[config.mk]
export PLATFORM = sky130hd
export DESIGN_NAME = tps_cell
export DESIGN_NICKNAME = d
export VERILOG_FILES = /design/src/hw/rtl/tps_pkg.sv /design/src/hw/rtl/tps_cell.sv
export SDC_FILE = /design/constraint.sdc
export NUM_CORES = 1
export LEC_CHECK = 0
export ABC_AREA = 1
export ABC_CLOCK_PERIOD_IN_PS = 2200
export BUFFER_PORTS_ARGS = -buffer_cell sky130_fd_sc_hd__buf_2
export CAP_MARGIN = 10
export CORE_AREA = 2 2 95 97
export CTS_BUF_LIST = sky130_fd_sc_hd__clkbuf_4 sky130_fd_sc_hd__clkbuf_8 sky130_fd_sc_hd__clkbuf_16
export DETAILED_ROUTE_END_ITERATION = 8
export DIE_AREA = 0 0 97 99
export GPL_TIMING_DRIVEN = 0
export PLACE_DENSITY_LB_ADDON = 0.3
export SYNTH_ARGS = -nofsm -noshare
export SYNTH_HDL_FRONTEND = slang
export SYNTH_SLANG_ARGS = --single-unit
[constraint.sdc]
create_clock -name clk -period 2.2 [get_ports clk]
set_input_delay 0.22 -clock clk [delete_from_list [all_inputs] [get_ports clk]]
set_output_delay 0.22 -clock clk [all_outputs]
set_load 0.05 [all_outputs]
[src/hw/rtl/tps_pkg.sv]
// Shared types, widths and codes for the trajectory point search unit.
`timescale 1ns / 1ps
`default_nettype none

package tps_pkg;

    // Default table depth.
    localparam int MAX_POINTS_DEFAULT = 256;

    // Field widths.
    localparam int REQ_W     = 3;
    localparam int COORD_W   = 24;
    localparam int TIME_W    = 32;
    localparam int INDEX_W   = 8;
    localparam int STATUS_W  = 2;
    localparam int BUFFER_W  = 40;
    localparam int EPSILON_W = 20;

    // Configuration port.
    localparam int PADDR_W = 4;
    localparam int PDATA_W = 64;

    // Arithmetic widths of the distance pipeline.
    localparam int DIFF_W = COORD_W + 1;
    localparam int SQ_W   = 2 * COORD_W + 1;
    localparam int DIST_W = SQ_W + 1;
    localparam int LIM_W  = DIST_W + 1;
    localparam int TSUM_W = TIME_W + 2;

    // Request codes.
    localparam logic [REQ_W-1:0] REQ_CLEAR       = 3'd0;
    localparam logic [REQ_W-1:0] REQ_APPEND      = 3'd1;
    localparam logic [REQ_W-1:0] REQ_NEAREST     = 3'd2;
    localparam logic [REQ_W-1:0] REQ_NEAREST_BUF = 3'd3;
    localparam logic [REQ_W-1:0] REQ_LOWER_BOUND = 3'd4;

    // Status codes.
    localparam logic [STATUS_W-1:0] STATUS_OK           = 2'd0;
    localparam logic [STATUS_W-1:0] STATUS_EMPTY        = 2'd1;
    localparam logic [STATUS_W-1:0] STATUS_TIME_ORDER   = 2'd2;
    localparam logic [STATUS_W-1:0] STATUS_FULL         = 2'd3;

    // Register indexes, taken from bit 3 of the byte address.
    localparam logic REG_NEAREST_BUFFER = 1'b0;
    localparam logic REG_TIME_EPSILON   = 1'b1;

    // One stored trajectory point.
    typedef struct packed {
        logic signed [COORD_W-1:0] x;
        logic signed [COORD_W-1:0] y;
        logic signed [TIME_W-1:0]  t;
    } point_t;

    // Per-cell control.
    typedef struct packed {
        logic shift;
        logic load;
    } cell_ctrl_t;

    // Control handed from the sequencer to the scan pipeline.
    typedef struct packed {
        logic start;
        logic issue;
        logic in_range;
        logic below_last;
        logic use_buffer;
    } scan_ctrl_t;

endpackage

`default_nettype wire

[src/hw/rtl/tps_cell.sv]
// One storage cell of the rotating point chain.
`timescale 1ns / 1ps
`default_nettype none

module tps_cell
    import tps_pkg::*;
(
    input  wire logic       clk,
    input  wire cell_ctrl_t ctrl,
    input  wire point_t     load_data,
    input  wire point_t     neighbour,
    output point_t          q
);

    point_t pt_reg;

    // The cell either takes a freshly appended point or the point of its neighbour.
    always_ff @(posedge clk)
    begin
        if (ctrl.load)
        begin
            pt_reg <= load_data;
        end
        else if (ctrl.shift)
        begin
            pt_reg <= neighbour;
        end
    end

    assign q = pt_reg;

endmodule

`default_nettype wire

==> Yosys cells after proc, flatten, opt, wreduce, memory -nomap -nowiden <==
Index checks and enable logic that the tools add are counted.
{ "word_totals": {"input_bits": 163, "wordCells": 6, "regBits": 80} }
{ "classes": {"muxes": 2, "reduce_logical": 1} }
{ "op_table": {"columns": ["operator", "count"], "rows": [
  ["$mux 80", 2],
  ["$reduce_bool 2->1", 1]
]} }

==> Logic depth before layout (Yosys ltp) <==
Gate-level depths: netlist (run 1).
{ "logic_depth": {"ltp_word": 2, "depth_mapped": 5} }

==> Worst setup path after synthesis (run 1) <==
OpenSTA, ideal clock, no wires.
{ "synth_path": {"path_kind": "input to register", "from": "in ctrl[0] (netlist name)", "to": "reg pt_reg (netlist bit q[0]) (enable)", "t_required_ns": 1.796, "n_path_buf": 1, "path_slack_ns": 0.433, "arrival_time_ns": 1.363, "setup_time_ns": 0.404, "cell_stages": 2, "path_cell_list": "buf_6 or2_2"} }
{ "synth_between": {"elab_chain_cells": 1} }
{ "synth_lines": {"columns": ["element", "line", "source"], "rows": [
  ["start: declaration", "tps_cell.sv:9", "input wire cell_ctrl_t ctrl,"],
  ["$reduce_bool 2->1 (no line)", null, null],
  ["end signal: assignment", "tps_cell.sv:22", "pt_reg <= load_data;"],
  ["end signal: assignment", "tps_cell.sv:26", "pt_reg <= neighbour;"],
  ["end: declaration", "tps_cell.sv:15", "point_t pt_reg;"]
]} }
Every way passes these cells.
A chain may end at the register's enable or synchronous reset.

==> Worst setup path in the final report (run 1) <==
{ "layout_path": {"from": "reg pt_reg (netlist bit q[5])", "to": "out q[5] (netlist name)"} }
{ "layout_rtl": {"columns": ["element", "line", "source"], "rows": [
  ["end: declaration", "tps_cell.sv:12", "output point_t q"]
]} }
No word-level cell between the ends.

==> results of run 1 <==
-- power breakdown --
| group | internal, mW | leakage (nW) | switching [mW] |
|---|---|---|---|
| Combinational | 0.285 | 1.76 | 0.844 |
| Sequential | 1.87 | 0.824 | 0.0392 |
| Clock | 0.619 | 0.102 | 0.489 |
| Total | 2.77 | 2.69 | 1.37 |
-- cell usage after synthesis --
cell      instances  share of area
or2_2             1         0.0018
nand2_1         240           0.26
edfxtp_1         80           0.69
buf_2             8          0.012
inv_6             1         0.0025
buf_6             9          0.029
-- final timing paths --
kind | end | slack (ns) | depth (start not counted)
max | q[5] | 0.99 | 1
min | q[49]$_DFFE_PP_ | 0.13 | 3
-- layout make-up --
cell class | count | area share
Clock inverter | 5 | 0.0147
Inverter | 1 | 0.00174
Buffer | 17 | 0.0282
Sequential cell | 80 | 0.478
Timing Repair Buffer | 242 | 0.244
Multi-Input combinational cell | 241 | 0.181
Clock buffer | 9 | 0.0247
Tap cell | 108 | 0.0269
-- per-stage QoR --
step                setup slack [ns]   util  instance area [sq um]
CTS                            0.979  0.587                   5020
floorplan                      0.433      -                   3460
global route                   0.955  0.587                   5020
detailed placement             0.643  0.564                   4820
global placement              0.0259  0.561                   4800
finish                         0.994  0.587                   5020
-- metal layers --
layer / wire, microns / GRT usage / vias up
li1: - / - / 1588
met5: 0 / 0 / -
met3: 974 / 0.0695 / 24
met1: 3330 / 0.219 / 1349
met4: 283 / 0.0899 / 0
met2: 4600 / 0.327 / 189
-- kinds of logic after synthesis --
kind of cell           synth area share
and+or+nand+nor                   0.262
DFF                               0.694
buffers and inverters            0.0434
==> run_results.csv, run 1 <==
group,metric,value,unit
clock_tree,clock-sinks,80,
global_route,track_usage,0.193,
worst_setup_path,cp.required,1.98,ns
placed_design,routabilityCongestion,0.887,
worst_setup_path,crit_buf_inv,1,
pwr,leakage,2.69,nW
sta,slew-limit-headroom,0.612,
sta,timing.setup.tns,0,ns
yosys,synth_area,3460,sq um
worst_setup_path,path_max_fanout,1,
status,status,"complete, no violations",
yosys,yosysWarnings,0,
cells_and_area,instances_no_fill,703,
route,drt_first_pass_iters,4,
global_route,grt_pass1_wl,14500,microns
clock_tree,clkTransAtPathRegs,0.08,ns
worst_setup_path,critPathKind,"reg2out",
sta,finalHoldViolCount,0,
sta,fin_crit,1.21,ns
worst_setup_path,path_delay_family,"flip-flops",
route,viasPerCell,4.48,
global_route,grt_max_degree,42,
sta,slew_viol_final,0,
route,antenna_left,0,
worst_setup_path,crit_path_start,"q[5]$_DFFE_PP_",
cells_and_area,diodes,0,
sta,finalSetupViolCount,0,
worst_setup_path,worstPathCellList,"buf_2",
cells_and_area,layout_common_cells,"buf_2, nand2_1, edfxtp_1",
clock_tree,cts_root_buf,"clkbuf_8",
hold_path,hold_path.class,"in2reg",
route,wl_per_cell,13.1,microns
global_route,grt_overflow_total,0,
sta,fmax,0.829,GHz
cells_and_area,largest_reg_flops,80,
cells_and_area,area_growth,45.1,%
cells_and_area,multi_input_area,910,sq um
worst_setup_path,arrival,0.99,ns
worst_setup_path,critical-path-slowest-cell,"edfxtp_1",
cells_and_area,num-fill-cells,756,
yosys,seq_area_frac_synth,0.694,
global_route,grt_antenna_before_repair,0,
die,die_area,9600,sq um
cells_and_area,fin_nets,755,
yosys,synth.avg_cell_area,10.2,sq um
die,start_util,0.405,
die,core.rowCount,34,
die,ios,243,
route,vias,3150,
clock_tree,clk_path_buf_depth,2,
clock_tree,cts_resized,0,
worst_setup_path,crit_path_end_kind,"output port",
route,first_iter_violations,127,
clock_tree,hold_buffers,0,
yosys,ys_types,6,
die,die-width,97,microns
route,drc,0,
sta,worstMarginPinSlew,0.583,ns
pwr,ir_drop,369,uV
global_route,grt_pass1_vias,3047,
cells_and_area,seqCellArea,2400,sq um
die,coreArea,8550,sq um
clock_tree,htreeDepth,3,
clock_tree,cts_setup_buffers,0,
worst_setup_path,worst_path_largest_cell_delay,0.41,ns
clock_tree,tritoncts,"done",
placed_design,portBuffers,241,
route,drt-total-wl,9190,microns
hold_path,min_from,"neighbour[49]",
pwr,powerDensity,826,nW/um^2
yosys,synth_seq_cells,80,
placed_design,place_inst,689,
die,die_y,99,microns
cells_and_area,drive_gt1_frac,0.461,
sta,timing.final.crit_share,0.548,
yosys,syn_nets,502,
sta,hold_ws,0.134,ns
yosys,synthCells,339,
worst_setup_path,cp-start-kind,"flop",
sta,rsz0062_at_grt,"false",
clock_tree,numCtsBuffers,9,
placed_design,hpwl,7280,microns
cells_and_area,final_common_cell,"buf_2",
job,maxCapViolations,0,
pwr,power.total,4.15,mW
(Power assumes the default switching activity.)
==> run 2, diff against run 1 <==
--- a/config.mk
+++ b/config.mk
@@ -6,7 +6,7 @@
 export NUM_CORES = 1
 export LEC_CHECK = 0
 export ABC_AREA = 1
-export ABC_CLOCK_PERIOD_IN_PS = 2200
+export ABC_CLOCK_PERIOD_IN_PS = 1250
 export BUFFER_PORTS_ARGS = -buffer_cell sky130_fd_sc_hd__buf_2
 export CAP_MARGIN = 10
 export CORE_AREA = 2 2 95 97
==> constraint.sdc (replaced) <==
create_clock -name clk -period 1.25 [get_ports clk]
set_input_delay 0.125 -clock clk [delete_from_list [all_inputs] [get_ports clk]]
set_output_delay 0.125 -clock clk [all_outputs]
set_load 0.05 [all_outputs]
==> run_results.csv, run 2 (synthesis gave the netlist of run 1 again) <==
group,metric,value,unit
route,wl_per_cell,13.7,microns
sta,finalHoldViolCount,0,
cells_and_area,layout_common_cells,"buf_2, nand2_1, edfxtp_1",
worst_setup_path,worst_path_largest_cell_delay,0.41,ns
placed_design,hpwl,7200,microns
cells_and_area,diodes,0,
die,die_y,99,microns
worst_setup_path,critical-path-slowest-cell,"edfxtp_1",
placed_design,routabilityCongestion,0.823,
sta,worstMarginPinSlew,0.968,ns
clock_tree,cts_setup_buffers,0,
die,ios,243,
global_route,grt_antenna_before_repair,0,
worst_setup_path,arrival,0.98,ns
global_route,grt_overflow_total,0,
global_route,grt_max_degree,81,
worst_setup_path,critPathKind,"reg2out",
worst_setup_path,path_delay_family,"flip-flops",
clock_tree,tritoncts,"done",
route,drc,0,
worst_setup_path,crit_buf_inv,1,
clock_tree,htreeDepth,3,
cells_and_area,area_growth,46.2,%
worst_setup_path,path_max_fanout,1,
route,vias,3153,
clock_tree,clock-sinks,80,
die,coreArea,8550,sq um
route,viasPerCell,4.49,
global_route,grt_pass1_wl,14700,microns
global_route,grt_pass1_vias,3084,
hold_path,hold_path.class,"in2reg",
clock_tree,cts_root_buf,"clkbuf_8",
pwr,powerDensity,1530,nW/um^2
worst_setup_path,cp.required,1.12,ns
placed_design,place_area,4810,sq um
pwr,leakage,2.70,nW
pwr,power.total,7.71,mW
global_route,track_usage,0.198,
job,maxCapViolations,0,
worst_setup_path,crit_path_end_kind,"output port",
route,first_iter_violations,84,
sta,timing.final.crit_share,0.886,
cells_and_area,largest_reg_flops,80,
sta,slew_viol_final,0,
sta,fin_crit,1.11,ns
sta,slew-limit-headroom,0.355,
cells_and_area,drive_gt1_frac,0.461,
route,antenna_left,0,
clock_tree,clkTransAtPathRegs,0.08,ns
clock_tree,clk_path_buf_depth,2,
die,core.rowCount,34,
die,die-width,97,microns
die,start_util,0.405,
cells_and_area,fin_nets,755,
placed_design,portBuffers,241,
worst_setup_path,worstPathCellList,"buf_2",
clock_tree,hold_buffers,0,
route,drt_first_pass_iters,4,
cells_and_area,design_area,5060,sq um
hold_path,holdPathStages,3,
clock_tree,cts_resized,0,
clock_tree,numCtsBuffers,9,
pwr,ir_drop,658,uV
route,drt-total-wl,9600,microns
sta,rsz0062_at_grt,"false",
cells_and_area,final_common_cell,"buf_2",
die,die_area,9600,sq um
sta,finalSetupViolCount,0,
status,status,"complete, no violations",
sta,fmax,0.902,GHz
worst_setup_path,cp-start-kind,"flop",
worst_setup_path,cp.depth,1,
-- run 2: cell count changes in the layout (fill, tap and decap cells not counted), sizes merged --
cell,before,now
buf,259,258
bufinv,2,4
clkinv,3,0
or2,1,2
-- run 2: through the flow --
stage,TNS (ns),util,hold WS (ns),instances,setup WS [ns]
2_1_floorplan,-1.08,-,0.304,339,-0.0135
3_3_place_gp,-22.67,0.562,0.387,688,-0.287
3_5_place_dp,-24.16,0.562,0.395,688,-0.306
4_1_cts,0,0.591,0.0270,701,0.0583
5_1_grt,0,0.591,0.0268,702,0.0868
6_report,0,0.591,0.0372,702,0.142
-- run 2: layout make-up --
| class | instances | area [sq um] |
|---|---|---|
| fill | 756 | 3490 |
| timing repair buffer | 241 | 1210 |
| multi-input combinational | 242 | 916 |
| tap | 108 | 135 |
| inverter | 1 | 8.76 |
| clock buffer | 9 | 124 |
| buffer | 17 | 145 |
| sequential | 80 | 2400 |
| clock inverter | 4 | 120 |
-- run 2: power breakdown --
part / leakage (nW) / internal [mW] / switching, mW
logic: 1.76 / 0.497 / 1.49
clock network: 0.121 / 1.50 / 0.872
registers: 0.824 / 3.29 / 0.0663
total: 2.70 / 5.29 / 2.43
-- run 2: metal layers --
layer / global-route usage / wire, microns / up-vias
met5: 0 / 0 / -
met4: 0.0802 / 219 / 0
met3: 0.0674 / 854 / 18
met2: 0.357 / 4950 / 158
met1: 0.212 / 3570 / 1389
li1: - / - / 1588
-- run 2: worst paths after layout --
check	slack, ns	from	to
setup / recovery	0.14	q[26]$_DFFE_PP_	q[26]
hold / removal	0.04	neighbour[13]	q[13]$_DFFE_PP_
