$ cat config.mk
export PLATFORM = sky130hd
export DESIGN_NAME = tps_scan
export DESIGN_NICKNAME = d
export VERILOG_FILES = /design/src/hw/rtl/tps_pkg.sv /design/src/hw/rtl/tps_scan.sv
export SDC_FILE = /design/constraint.sdc
export NUM_CORES = 2
export LEC_CHECK = 0
export ABC_CLOCK_PERIOD_IN_PS = 7900
export BUFFER_PORTS_ARGS = -buffer_cell sky130_fd_sc_hd__buf_2
export CORE_MARGIN = 8
export CORE_UTILIZATION = 40
export CTS_CLUSTER_SIZE = 25
export DETAILED_ROUTE_END_ITERATION = 16
export GPL_ROUTABILITY_DRIVEN = 0
export HOLD_SLACK_MARGIN = 0.12
export PLACE_DENSITY = 0.58
export SLEW_MARGIN = 20
export SYNTH_ARGS = -nofsm -noshare
export SYNTH_HDL_FRONTEND = slang
export SYNTH_SLANG_ARGS = --single-unit
$ cat constraint.sdc
create_clock -name clk -period 7.9 [get_ports clk]
set_input_delay 0.395 -clock clk [delete_from_list [all_inputs] [get_ports clk]]
set_output_delay 0.395 -clock clk [all_outputs]
set_load 0.01 [all_outputs]
$ cat src/hw/rtl/tps_pkg.sv
// Shared types, widths and codes for the trajectory point search unit.
`timescale 1ns / 1ps
`default_nettype none

package tps_pkg;

    // Default table depth.
    localparam int MAX_POINTS_DEFAULT = 256;

    // Field widths.
    localparam int REQ_W     = 3;
    localparam int COORD_W   = 24;
    localparam int TIME_W    = 32;
    localparam int INDEX_W   = 8;
    localparam int STATUS_W  = 2;
    localparam int BUFFER_W  = 40;
    localparam int EPSILON_W = 20;

    // Configuration port.
    localparam int PADDR_W = 4;
    localparam int PDATA_W = 64;

    // Arithmetic widths of the distance pipeline.
    localparam int DIFF_W = COORD_W + 1;
    localparam int SQ_W   = 2 * COORD_W + 1;
    localparam int DIST_W = SQ_W + 1;
    localparam int LIM_W  = DIST_W + 1;
    localparam int TSUM_W = TIME_W + 2;

    // Request codes.
    localparam logic [REQ_W-1:0] REQ_CLEAR       = 3'd0;
    localparam logic [REQ_W-1:0] REQ_APPEND      = 3'd1;
    localparam logic [REQ_W-1:0] REQ_NEAREST     = 3'd2;
    localparam logic [REQ_W-1:0] REQ_NEAREST_BUF = 3'd3;
    localparam logic [REQ_W-1:0] REQ_LOWER_BOUND = 3'd4;

    // Status codes.
    localparam logic [STATUS_W-1:0] STATUS_OK           = 2'd0;
    localparam logic [STATUS_W-1:0] STATUS_EMPTY        = 2'd1;
    localparam logic [STATUS_W-1:0] STATUS_TIME_ORDER   = 2'd2;
    localparam logic [STATUS_W-1:0] STATUS_FULL         = 2'd3;

    // Register indexes, taken from bit 3 of the byte address.
    localparam logic REG_NEAREST_BUFFER = 1'b0;
    localparam logic REG_TIME_EPSILON   = 1'b1;

    // One stored trajectory point.
    typedef struct packed {
        logic signed [COORD_W-1:0] x;
        logic signed [COORD_W-1:0] y;
        logic signed [TIME_W-1:0]  t;
    } point_t;

    // Per-cell control.
    typedef struct packed {
        logic shift;
        logic load;
    } cell_ctrl_t;

    // Control handed from the sequencer to the scan pipeline.
    typedef struct packed {
        logic start;
        logic issue;
        logic in_range;
        logic below_last;
        logic use_buffer;
    } scan_ctrl_t;

endpackage

`default_nettype wire

$ cat src/hw/rtl/tps_scan.sv
// Distance and time comparison pipeline with the running search accumulators.
`timescale 1ns / 1ps
`default_nettype none

module tps_scan
    import tps_pkg::*;
#(
    parameter int IDX_W = 8
)
(
    input  wire logic                 clk,
    input  wire logic                 rst_n,
    input  wire scan_ctrl_t           ctrl,
    input  wire logic [IDX_W-1:0]     head_idx,
    input  wire point_t               head,
    input  wire point_t               query,
    input  wire logic [BUFFER_W-1:0]  nearest_buffer,
    input  wire logic [EPSILON_W-1:0] time_epsilon,
    output logic [IDX_W-1:0]          near_idx,
    output logic [IDX_W-1:0]          lb_idx,
    output logic                      lb_found
);

    // Stage 1: coordinate differences and the time test.
    logic                     v1_reg;
    logic                     bl1_reg;
    logic                     tok1_reg;
    logic [IDX_W-1:0]         idx1_reg;
    logic signed [DIFF_W-1:0] dx1_reg;
    logic signed [DIFF_W-1:0] dy1_reg;

    // Stage 2: squares.
    logic                     v2_reg;
    logic                     bl2_reg;
    logic                     tok2_reg;
    logic [IDX_W-1:0]         idx2_reg;
    logic [SQ_W-1:0]          sqx2_reg;
    logic [SQ_W-1:0]          sqy2_reg;

    // Stage 3: squared distance.
    logic                     v3_reg;
    logic                     bl3_reg;
    logic                     tok3_reg;
    logic [IDX_W-1:0]         idx3_reg;
    logic [DIST_W-1:0]        d3_reg;

    // Accumulators.
    logic                     have_reg;
    logic [DIST_W-1:0]        best_reg;
    logic [IDX_W-1:0]         near_idx_reg;
    logic                     found_reg;
    logic [IDX_W-1:0]         lb_idx_reg;

    logic signed [DIFF_W-1:0]   dx;
    logic signed [DIFF_W-1:0]   dy;
    logic signed [TSUM_W-1:0]   t_sum;
    logic signed [TSUM_W-1:0]   t_query;
    logic signed [2*DIFF_W-1:0] sqx;
    logic signed [2*DIFF_W-1:0] sqy;
    logic [LIM_W-1:0]           lim;
    logic                       win;

    assign dx      = {head.x[COORD_W-1], head.x} - {query.x[COORD_W-1], query.x};
    assign dy      = {head.y[COORD_W-1], head.y} - {query.y[COORD_W-1], query.y};
    assign t_sum   = {{2{head.t[TIME_W-1]}}, head.t}
                   + $signed({{(TSUM_W-EPSILON_W){1'b0}}, time_epsilon});
    assign t_query = {{2{query.t[TIME_W-1]}}, query.t};

    assign sqx = dx1_reg * dx1_reg;
    assign sqy = dy1_reg * dy1_reg;

    // Buffered limit is exact at this width, so it never wraps.
    assign lim = {1'b0, best_reg} + {{(LIM_W-BUFFER_W){1'b0}}, nearest_buffer};

    always_comb
    begin
        if (!have_reg)
        begin
            win = 1'b1;
        end
        else if (ctrl.use_buffer)
        begin
            win = {1'b0, d3_reg} < lim;
        end
        else
        begin
            win = d3_reg < best_reg;
        end
    end

    always_ff @(posedge clk or negedge rst_n)
    begin
        if (!rst_n)
        begin
            v1_reg    <= 1'b0;
            v2_reg    <= 1'b0;
            v3_reg    <= 1'b0;
            have_reg  <= 1'b0;
            found_reg <= 1'b0;
        end
        else
        begin
            v1_reg <= ctrl.issue & ctrl.in_range;
            v2_reg <= v1_reg;
            v3_reg <= v2_reg;
            if (ctrl.start)
            begin
                have_reg  <= 1'b0;
                found_reg <= 1'b0;
            end
            else if (v3_reg)
            begin
                if (win)
                begin
                    have_reg <= 1'b1;
                end
                if (bl3_reg && tok3_reg)
                begin
                    found_reg <= 1'b1;
                end
            end
        end
    end

    always_ff @(posedge clk)
    begin
        bl1_reg  <= ctrl.below_last;
        tok1_reg <= t_sum >= t_query;
        idx1_reg <= head_idx;
        dx1_reg  <= dx;
        dy1_reg  <= dy;

        bl2_reg  <= bl1_reg;
        tok2_reg <= tok1_reg;
        idx2_reg <= idx1_reg;
        sqx2_reg <= sqx[SQ_W-1:0];
        sqy2_reg <= sqy[SQ_W-1:0];

        bl3_reg  <= bl2_reg;
        tok3_reg <= tok2_reg;
        idx3_reg <= idx2_reg;
        d3_reg   <= {1'b0, sqx2_reg} + {1'b0, sqy2_reg};

        if (v3_reg && !ctrl.start)
        begin
            if (win)
            begin
                best_reg     <= d3_reg;
                near_idx_reg <= idx3_reg;
            end
            if (bl3_reg && tok3_reg && !found_reg)
            begin
                lb_idx_reg <= idx3_reg;
            end
        end
    end

    assign near_idx = near_idx_reg;
    assign lb_idx   = lb_idx_reg;
    assign lb_found = found_reg;

endmodule

`default_nettype wire
---- Yosys cells after proc, flatten, opt, wreduce, memory -nomap -nowiden ----
Cells that the tools add are included.
operators by class
  add/subtract/negate cells ............... 5
  multiply operators ...................... 2
  magnitude comparators ................... 3
  muxes and demuxes ....................... 8
  bitwise operators ....................... 1
  reductions and logical operators ........ 12
operators with widths
  cell                 number
  $mul A25 B25 Y49     2
  $add A50 B40 Y51     1
  $lt A50 B51 Y1       1
  $add A49 B49 Y50     1
  $lt A50 B50 Y1       1
  $sub A24 B24 Y25     2
  $add A32 B21 Y33     1
  $ge A33 B32 Y1       1
  $mux W1              8
  $reduce_and A2 Y1    4
  $reduce_bool A2 Y1   3
  $logic_and A1 B1 Y1  3
  $logic_not A1 Y1     2
  $and A1 B1 Y1        1
word-level totals
  register bits ........................... 299
  input bits .............................. 235
  output and inout port bits .............. 17
  logic and storage cells ................. 53

---- Logic depth before layout (Yosys ltp) ----
  word-level depth ........................ 7
  mapped depth ............................ 29
  mapped depth without buffers ............ 27

---- Least setup slack after synthesis ----
OpenSTA, ideal clock, no wires.
  path type ............................... reg-to-reg
  start ................................... reg dx1_reg[24]
  end ..................................... reg sqx2_reg[48]
  setup time .............................. 72 ps
  arrival ................................. 7164 ps
  data required time ...................... 7828 ps
  slack ................................... 664 ps
  stages on the path, launching flop included .. 26
  path buffers ............................ 2
  period minus slack after synthesis ...... 7236 ps
  cell sequence ........................... dfxtp_1 > clkbuf_1 > clkbuf_1 > nand2_1 > inv_1 > fa_1 > fa_1 > inv_1 > fa_1 > inv_1 > fa_1 > fa_1 > fa_1 > inv_1 > fa_1 > inv_1 > ha_1 > and3_1 > a221o_1 > a311o_1 > o311ai_2 > nand4_1 > and2_1 > a211o_1 > a21oi_2 > xnor2_1
between the ends
  longest elaborated chain between the ends .. 1
ends and longest elaborated chain
  element                 RTL line         RTL
  start, declared         tps_scan.sv:29   logic signed [DIFF_W-1:0] dx1_reg;
  start signal, assigned  tps_scan.sv:130  dx1_reg <= dx;
  $mul A25 B25 Y49        tps_scan.sv:69   assign sqx = dx1_reg * dx1_reg;
  via sqx[48]             tps_scan.sv:58   logic signed [2*DIFF_W-1:0] sqx;
  end signal, assigned    tps_scan.sv:136  sqx2_reg <= sqx[SQ_W-1:0];
  end, declared           tps_scan.sv:37   logic [SQ_W-1:0] sqx2_reg;
The timed path passes the listed nets, and every way through them passes these cells.
A chain may end at the register's enable or synchronous reset.

---- Worst setup path after layout ----
  start ................................... reg dy1_reg[1]
  end ..................................... reg sqy2_reg[48]
between the ends
  longest elaborated chain between the ends .. 1
ends and longest elaborated chain
  element                 RTL line         RTL
  start, declared         tps_scan.sv:30   logic signed [DIFF_W-1:0] dy1_reg;
  start signal, assigned  tps_scan.sv:131  dy1_reg <= dy;
  $mul A25 B25 Y49        tps_scan.sv:70   assign sqy = dy1_reg * dy1_reg;
  via sqy[48]             tps_scan.sv:59   logic signed [2*DIFF_W-1:0] sqy;
  end signal, assigned    tps_scan.sv:137  sqy2_reg <= sqy[SQ_W-1:0];
  end, declared           tps_scan.sv:38   logic [SQ_W-1:0] sqy2_reg;
The timed path passes the listed nets, and every way through them passes these cells.

==> results.cfg <==
[floorplan]
core_area_mm2 = 0.144
io-pin-count = 252
core.rowCount = 139
dieWidth_um = 397
dieArea_mm2 = 0.157
start_util = 0.403
die_height_um = 397

[routing]
via_count = 40700
dr.pass1.iters = 6
drc = 0
detail-route-antenna-nets = 0
wl_per_cell_um = 17.3
drtIter0Drc = 1688
via_per_inst = 4.89
drt_wl_total_um = 144000

[worst_setup_path]
worstSetupPathType = flip-flop to flip-flop
cp_num_buf_inv = 8
cp_common_cell = fa_1
crit_slowest_cell = fa_1
cp-startpoint = dy1_reg[1]
slowest_delay_ns = 0.55
rr_startpoint = dy1_reg[1]
cp_data_arrival_time_ns = 7.94
cp-end-kind = flip-flop
required_ns = 8.36
crit_fanout = 12
cp_top_family = adder cells
cp-start-kind = flip-flop

[cells_and_area]
fillers = 14000
area_growth_pct = 9.81
drive_above_1_share = 0.0784
final_nets = 8395
final_util = 0.443

[run_status]
status = finished clean

[logic_synthesis]
ys_types = 78
async_flop_share = 0.0168
synth_area_leaders = fa_1, ha_1, inv_1, dfxtp_1, edfxtp_1
synth_enable_flop_cells = 66
syn-instance-count = 6075
yosysSeqAreaShare = 0.114
synth_area_mm2 = 0.0579
synth_top_area_frac = 0.415
syn_nets = 8095
synth-main-ff-cell = dfxtp_1
avgSynthCellArea_um2 = 9.53
synth_top_area_cell = fa_1
yosys_warnings = 0
ys_ff_latch = 297

[timing]
max_freq_ghz = 0.134
finalClockSkew_ns = 0.0466
slew_headroom = 0.458
rsz0062_at_grt = no
tns_ns = 0
tightest_slew_ns = 0.813
fin_crit_sh = 0.947
period_minus_slack_ns = 7.48
final-hold-violation-count = 0
finalMaxSlewViolations = 0
setup_violations = 0

[hold_path]
min_path_type = input pin to flip-flop
hp-start = head[39]

[grt]
grt_overflow = 0
grt_usage = 0.186
grt_first_pass_wirelength_um = 236000
grt_max_degree = 54
grt_pass1_vias = 45200
antenna_found_initial = 7

[clocking]
htreeDepth = 2
post-cts-setup-buffers = 0
clock_sinks = 297
cts_tree = done
clk_latency_ns = 0.62
cts.root.buffer_cell = clkbuf_16
cts_buffers = 40
clkSlewWorstSetupHoldPaths_ns = 0.06
clockBufferDepth = 3

[run]
max_cap_violations = 0

[placement]
dpl.hpwl_um = 126000
port_buffers = 251
synth_stat cells (all sizes together) (6+ instances only):
cell type,number
edfxtp,66
and3,31
a2111oi,11
o31ai,9
xor2,90
a21o,141
o31a,6
xnor2,176
o21a,45
a21boi,12
or2,9
o21ai,124
nor2,204
a21oi,219
nand4,51
dfxtp,226
ha,585
nor2b,77
a211o,12
o21bai,30
a221oi,6
a211oi,32
nor3,39
a31o,7
clkbuf,139
nand3,56
inv,1555
a31oi,21
nand2,460
a311oi,6
nand2b,37
o211ai,22
and2,263
or3,21
fa,1200
nor4,6
placed cells by master, fill, tap and decap left out, types with 12 or more instances in the layout:
master | netlist | routed
a211o_1 | 12 | 12
a211oi_1 | 31 | 31
a21o_1 | 141 | 141
a21oi_1 | 215 | 215
a31oi_1 | 21 | 21
and2_1 | 263 | 263
and3_1 | 31 | 31
buf_2 | 0 | 251
buf_4 | 0 | 126
clkbuf_16 | 0 | 40
dfxtp_1 | 226 | 210
dfxtp_2 | 0 | 16
dlygate4sd3_1 | 0 | 21
edfxtp_1 | 66 | 66
fa_1 | 1200 | 1200
ha_1 | 585 | 585
inv_1 | 1555 | 1555
nand2_1 | 460 | 460
nand2b_1 | 37 | 37
nand3_1 | 56 | 56
nand4_1 | 51 | 51
nor2_1 | 204 | 204
nor2b_1 | 77 | 77
nor3_1 | 39 | 38
o211ai_1 | 21 | 21
o21a_1 | 45 | 45
o21ai_0 | 98 | 98
o21ai_1 | 24 | 24
o21bai_1 | 30 | 30
or3_1 | 21 | 21
xnor2_1 | 176 | 176
xor2_1 | 90 | 90
area by class of cell:
class | count | area [um^2] | area share
diodes | 3 | 7.51 | 0.000118
repair buffers | 401 | 2470 | 0.0389
multi-input cells | 4080 | 44900 | 0.707
inverters | 1555 | 5840 | 0.0918
clock inverters | 26 | 259 | 0.00407
clock buffers | 46 | 1050 | 0.0166
well taps | 1903 | 2380 | 0.0374
flip-flops and latches | 297 | 6650 | 0.105
metal layers:
metal | global-route usage | share of wire | vias to the layer above
li1 | - | - | 19200
met1 | 0.245 | 0.44 | 20500
met2 | 0.331 | 0.50 | 741
met3 | 0.0223 | 0.040 | 160
met4 | 0.0378 | 0.019 | 8
met5 | 0 | 0.00037 | -
worst register-to-register path, cell delays in order, from the launching register on:
cell,delay (ns)
dfxtp_1,0.50
buf_4,0.22
buf_4,0.21
nand2_1,0.09
fa_1,0.48
inv_1,0.07
fa_1,0.55
inv_1,0.06
fa_1,0.52
fa_1,0.53
inv_1,0.06
fa_1,0.49
fa_1,0.49
inv_1,0.05
fa_1,0.49
inv_1,0.07
ha_1,0.40
a21oi_1,0.10
o22ai_1,0.29
o21ai_0,0.18
a31oi_1,0.19
a211oi_1,0.08
buf_4,0.17
o311a_1,0.38
a21oi_1,0.29
a211o_1,0.18
a21oi_1,0.07
xnor2_1,0.14
final timing paths:
path | end | depth (start not counted) | slack, ns
worst max-delay path | sqy2_reg[48] | 27 | 0.42
worst min-delay path | dy1_reg[7] | 3 | 0.16
worst max register to register | sqy2_reg[48] | 27 | 0.42
worst min register to register | tok2_reg | 0 | 0.31
max in group asynchronous | v1_reg | 4 | 6.54
min in group asynchronous | v2_reg | 3 | 0.68
through the flow:
stage	hold WS (ns)	setup WS (ns)	cells	cell area, um^2
3_3_place_gp	0.241	0.222	8215	62000
4_1_cts	0.121	0.134	8308	63600
2_1_floorplan	0.0994	0.664	6075	57900
5_1_grt	0.151	0.00718	8308	63600
6_report	0.165	0.421	8311	63600
3_5_place_dp	0.242	0.155	8215	62000
kinds of logic after synthesis:
family / Yosys count / synth area share
compound gates: 749 / 0.0855
xor+xnor: 266 / 0.0402
buf+inv: 1698 / 0.110
flops: 297 / 0.114
mux: 5 / 0.000864
simple gates: 1275 / 0.108
fa+ha+maj: 1785 / 0.541
repair_timing:
item / CTS / global route
endpoints found under the setup margin: 0 / 11
gates resized for setup: 0 / 18
hold buffers: 21 / 0
hold endpoints to repair: 23 / 0
Power is not shown: default switching activity piles up to over one toggle a cycle in this logic, so the estimate is an artifact.
